--- config.mk ---
export PLATFORM = sky130hd
export DESIGN_NAME = hnq_norm_lane
export DESIGN_NICKNAME = d
export VERILOG_FILES = /design/src/design/hnq_pkg.sv /design/src/design/hnq_norm_lane.sv
export SDC_FILE = /design/constraint.sdc
export NUM_CORES = 1
export LEC_CHECK = 0
export BUFFER_PORTS_ARGS = -buffer_cell sky130_fd_sc_hd__buf_2
export CAP_MARGIN = 20
export CORE_MARGIN = 2
export CORE_UTILIZATION = 65
export DETAILED_ROUTE_END_ITERATION = 10
export PLACE_DENSITY = 0.84
export SKIP_LAST_GASP = 1
export SLEW_MARGIN = 0
export SYNTH_ARGS = -nofsm -noshare
export SYNTH_HDL_FRONTEND = slang
export SYNTH_SLANG_ARGS = --single-unit
--- constraint.sdc ---
create_clock -name i_clk -period 15.41 [get_ports i_clk]
set_input_delay 0 -clock i_clk [delete_from_list [all_inputs] [get_ports i_clk]]
set_output_delay 0 -clock i_clk [all_outputs]
set_load 0.005 [all_outputs]
--- src/design/hnq_pkg.sv ---
// Shared types and constants for the heightmap normal query block.
package hnq_pkg;

    // Field widths
    localparam int SIZE_W   = 9;
    localparam int POS_W    = 8;
    localparam int SAMPLE_W = 16;
    localparam int DIFF_W   = 17;
    localparam int SQ_W     = 32;
    localparam int SUM_W    = 34;
    localparam int QUOT_W   = 31;
    localparam int ROOT_W   = 16;
    localparam int COMP_W   = 16;

    // Configuration port
    localparam int CFG_IDX_W = 2;
    localparam logic [CFG_IDX_W-1:0] REG_MAP_WIDTH  = 2'd0;
    localparam logic [CFG_IDX_W-1:0] REG_MAP_HEIGHT = 2'd1;

    // Operations
    localparam logic OP_WRITE = 1'b0;
    localparam logic OP_QUERY = 1'b1;

    // Squared z component: 512 * 512
    localparam logic [SQ_W-1:0] Z_SQ = 32'd262144;

    typedef struct packed {
        logic                       opcode;
        logic [POS_W-1:0]           column;
        logic [POS_W-1:0]           row;
        logic signed [SAMPLE_W-1:0] height_value;
    } t_in_item;

    typedef struct packed {
        logic signed [COMP_W-1:0] normal_x;
        logic signed [COMP_W-1:0] normal_y;
        logic signed [COMP_W-1:0] normal_z;
    } t_out_item;

endpackage

--- src/design/hnq_norm_lane.sv ---
// One normal component: bit-serial divide c^2*2^30/S, then bit-serial root, rounded.
module hnq_norm_lane import hnq_pkg::*; (
    input  logic                     i_clk,
    input  logic                     i_rst_n,
    input  logic                     i_start,
    input  logic [SQ_W-1:0]          i_c2,
    input  logic                     i_neg,
    input  logic [SUM_W-1:0]         i_s,
    output logic                     o_done,
    output logic signed [COMP_W-1:0] o_result
);

    localparam logic [1:0] PH_IDLE = 2'd0;
    localparam logic [1:0] PH_DIV  = 2'd1;
    localparam logic [1:0] PH_ROOT = 2'd2;
    localparam logic [1:0] PH_DONE = 2'd3;

    logic [1:0]        r_phase, n_phase;
    logic [4:0]        r_cnt, n_cnt;
    logic [SUM_W:0]    r_rem, n_rem;
    logic [QUOT_W-1:0] r_q, n_q;
    logic [ROOT_W-1:0] r_t, n_t;
    logic              r_lsb, n_lsb;
    logic              r_neg, n_neg;

    logic [SUM_W:0]    div_shift;
    logic              div_fit;
    logic [ROOT_W-1:0] cand;
    logic [SQ_W-1:0]   cand_sq;
    logic [ROOT_W:0]   mag;

    // Divide step: shift in one numerator bit, subtract when it fits
    assign div_shift = {r_rem[SUM_W-1:0], (r_cnt == 5'd30) ? r_lsb : 1'b0};
    assign div_fit   = div_shift >= {1'b0, i_s};

    // Root step: try the next bit
    assign cand    = r_t | (ROOT_W'(1) << r_cnt[3:0]);
    assign cand_sq = SQ_W'(cand) * SQ_W'(cand);

    always_comb begin
        n_phase = r_phase;
        n_cnt   = r_cnt;
        n_rem   = r_rem;
        n_q     = r_q;
        n_t     = r_t;
        n_lsb   = r_lsb;
        n_neg   = r_neg;
        if (i_start) begin
            n_phase = PH_DIV;
            n_cnt   = 5'd30;
            n_rem   = (SUM_W+1)'(i_c2 >> 1);
            n_q     = '0;
            n_lsb   = i_c2[0];
            n_neg   = i_neg;
        end else begin
            unique case (r_phase)
                PH_DIV: begin
                    n_rem = div_fit ? (div_shift - {1'b0, i_s}) : div_shift;
                    n_q   = {r_q[QUOT_W-2:0], div_fit};
                    if (r_cnt == 5'd0) begin
                        n_phase = PH_ROOT;
                        n_cnt   = 5'd15;
                        n_t     = '0;
                    end else begin
                        n_cnt = r_cnt - 5'd1;
                    end
                end
                PH_ROOT: begin
                    if (cand_sq <= {1'b0, r_q}) begin
                        n_t = cand;
                    end
                    if (r_cnt == 5'd0) begin
                        n_phase = PH_DONE;
                    end else begin
                        n_cnt = r_cnt - 5'd1;
                    end
                end
                PH_IDLE, PH_DONE: begin
                end
                default: begin
                end
            endcase
        end
    end

    always_ff @(posedge i_clk) begin
        if (!i_rst_n) begin
            r_phase <= PH_IDLE;
            r_cnt   <= '0;
        end else begin
            r_phase <= n_phase;
            r_cnt   <= n_cnt;
        end
    end

    always_ff @(posedge i_clk) begin
        r_rem <= n_rem;
        r_q   <= n_q;
        r_t   <= n_t;
        r_lsb <= n_lsb;
        r_neg <= n_neg;
    end

    // Round half up on the doubled root
    assign mag      = ({1'b0, r_t} + (ROOT_W+1)'(1)) >> 1;
    assign o_done   = (r_phase == PH_DONE);
    assign o_result = r_neg ? -$signed(mag[COMP_W-1:0]) : $signed(mag[COMP_W-1:0]);

endmodule

==> results.txt <==
----------------------------------------------------
[Finish]
  Diodes inserted ... 0
  Post-layout nets ... 2,212
  Cell area after layout ... 15,600 um2
  Growth of design area from synthesis to finish ... 8.19%
  Share of final-layout standard cells stronger than drive strength 1 ... 7.33%

[Worst setup path]
  Most repeated library cell on the critical path ... fa_1
  Highest-delay cell along the critical path ... a21oi_1
  WS Path Type ... reg -> reg
  Arrival time of the worst setup path ... 9.75 ns
  Cells on worst reg2reg path ... 31
  Critical path endpoint ... r_t[14]
  Reg-to-reg startpoint ... r_cnt[0]
  Required time at the endpoint of the critical path ... 15.52 ns
  Endpoint kind of the worst setup timing path ... flip-flop
  Launch point of the worst path ... r_cnt[0]
  CP delay by family, top ... adder cells
  Largest driver fanout on the critical path ... 13
  FF-to-FF End ... r_t[14]
  Slowest Stage Delay on Critical Path ... 0.60 ns
  Crit start category ... flip-flop
  Worst path buffer plus inverter count ... 4
  Cell depth of the worst setup path ... 31
  Worst reg-to-reg setup slack ... 5.77 ns

[CTS]
  Number of H-tree levels ... 3
  TritonCTS clock tree ... built
  Maximum number of buffers from clock root to sink ... 2
  Skew-Pair Late Insertion Delay ... 0.37 ns
  Worst-path clk slew ... 0.08 ns
  Clock Sink Count ... 90
  Number of buffers added by the clock tree synthesis step ... 9
  Clock Tree Root ... clkbuf_16

[Yosys]
  Dominant cell by count in the synthesized netlist ... inv_1
  Post-synth EDFFs ... 49
  Mean Syn Cell Area ... 8.33 um2
  Area share of the leading cell type in the synthesized netlist ... 22.6%
  Most area-consuming cells after synthesis ... fa_1, ha_1, edfxtp_1, inv_1, dfxtp_1
  Flops & latches, synth ... 90
  Post-synth top flop ... edfxtp_1
  Sequential cell area fraction in the yosys report ... 15.9%
  Synth area leader ... fa_1
  Area of the mapped netlist ... 14,400 um2
  Post-Syn Nets ... 2,135
  Number of instances in the synthesized netlist ... 1,733
  Synth top cells by count ... inv_1, nand2_1, ha_1
  Async set-or-reset flop fraction in the synthesized netlist ... 0%
  Warnings from Yosys ... 0
  Number of unique standard cell types used by synthesis ... 77

[Pwr]
  Power per cell area ... 196 nW/um2
  Peak ir drop on the vdd network ... 0.000215 V
  Leakage Power ... 7.59 nW
  Power consumption ... 3.06 mW

[Place]
  Placed wire-length estimate ... 27,800 um
  Placed cell areas ... 15,100 um2
  Routability congestion estimate ... 0.975
  Port buffer count ... 86

[STA]
  Hold Vio Cnt, Final ... 0
  FMAX ... 104 MHz
  Number of pins with negative max-slew slack in the final report ... 0
  Max_slew headroom ... 35.7%
  Final worst path period share ... 62.6%
  Unrepaired setup endpoints after global routing ... false
  Post-Route Setup TNS ... 0 ns
  Tmin final ... 9.64 ns
  Clock Skew ... 0.0137 ns
  Number of setup violations in the final report ... 0
  Slew of the pin with the lowest slew margin ... 0.965 ns

[Floorplan]
  Die span in x ... 153 um
  Num ports ... 87
  Initial cell density of the core ... 66.2%
  Cell Rows ... 54
  Placeable core area ... 21,800 um2
  Die area ... 23,400 um2
  Die height ... 153 um

[Global routing]
  Total track usage ... 31.4%
  Vias in the first global route ... 12,700
  Maximum number of pins on one net before global-route repair ... 64
  Antenna violations before repair ... 0
  First-pass GRT wire length ... 60,000 um
  Total overflow reported by the global router ... 0

[Route]
  Antenna viol nets, final ... 0
  Initial drt markers ... 968
  DR WL/cell ... 16.9 um
  Number of remaining DRC errors ... 0
  Number of iterations in the first detailed-routing pass ... 9
  DR vias/cell ... 5.86
  Overall via count from detail_route ... 12,300
  Detailed Route WL ... 35,300 um

[Min path]
  Hold crit path type ... in -> reg

[Run]
  Max capacitance violation total ... 0

[Run status]
  Outcome ... completed

----------------------------------------------------
## placed cells by master (no fill, tap or decap), types with 9 or more instances in the layout
cell           instances
buf_4                 14
xor2_1                30
and3_1                 9
a21o_1                43
edfxtp_1              49
a31oi_1               19
a21oi_1              125
o21ai_0               46
xnor2_1               58
o21ai_1               10
inv_1                311
dfxtp_1               41
nand2_1              187
nand3_1               36
nor3_1                19
nor2b_1               18
nor2_1               151
fa_1                 163
a211oi_1              13
o21a_1                10
mux2i_1               25
ha_1                 169
nand2b_1              10
buf_2                 86
clkbuf_16             10
dlygate4sd3_1         25
nand4_1               22
## metrics by stage
stage	util, %	setup slack (ns)	instances	hold slack (ns)
floorplan	-	6.56	1733	0.0989
global placement	69.0	5.97	2053	0.182
detailed placement	69.1	5.99	2054	0.179
CTS	71.6	5.88	2095	0.00561
global route	71.6	5.23	2095	0.0194
finish	71.6	5.77	2095	0.0105
## registers in the layout (all words and copies together) (netlist names)
| signal | flops |
|---|---|
| r_cnt | 5 |
| r_lsb | 1 |
| r_neg | 1 |
| r_phase | 2 |
| r_q | 31 |
| r_rem | 34 |
| r_t | 16 |
## logic make-up (layout without fill, tap and decap cells)
| kind of cell | count (synthesis) | after routing | share of synthesized area [%] |
|---|---|---|---|
| DFF | 90 | 90 | 15.9 |
| muxes | 28 | 28 | 1.97 |
| adders and majority gates | 333 | 333 | 37.3 |
| buffers and inverters | 378 | 460 | 10.1 |
| AOI/OAI and AO/OA | 333 | 333 | 14.6 |
| and+or+nand+nor | 483 | 483 | 14.8 |
| xor gates and xnor gates | 88 | 88 | 5.34 |
## where the power goes
group | total (mW) | leakage [nW] | switching, mW | internal [mW]
clock | 0.230 | 0.148 | 0.108 | 0.122
sequential | 0.290 | 0.807 | 0.0145 | 0.276
combinational | 2.54 | 6.64 | 1.44 | 1.11
total | 3.06 | 7.59 | 1.56 | 1.51
## timing repair
action / CTS / global route
gates resized for setup: 0 / 0
endpoints found under the hold margin: 31 / 0
buffers inserted: 0 / 0
hold buffers: 25 / 0
setup endpoints to repair: 0 / 0
## routing by layer
layer	vias to the layer above	part of all wire [%]	GRT usage [%]
met4	0	3.3	11.4
met2	469	48	52.9
met5	-	0	0
met1	5868	41	40.0
li1	5834	-	-
met3	114	8.0	6.55
## how the worst min path moves through the flow
stage,from,end,depth (start not counted)
final,i_c2[27],r_rem[26],3
after global routing,i_c2[4],r_rem[3],3
after CTS,i_c2[10],r_rem[9],3
after global placement,i_neg,r_neg,1
after detailed placement,i_neg,r_neg,1
after floorplan,i_c2[0],r_lsb,0
## layout make-up
cell class | count | area (um2)
Clock buffer | 11 | 254
Clock inverter | 5 | 42.5
Fill cell | 1680 | 6200
Inverter | 319 | 1200
Multi-Input combinational cell | 1265 | 10700
Sequential cell | 90 | 2290
Tap cell | 280 | 350
Timing Repair Buffer | 125 | 786
## tightest hold or removal path: stages
cell and delay (ns):
buf_2 0.08, nor2_1 0.05, a21oi_1 0.13
No activity file was read; power rests on OpenSTA's default activity.
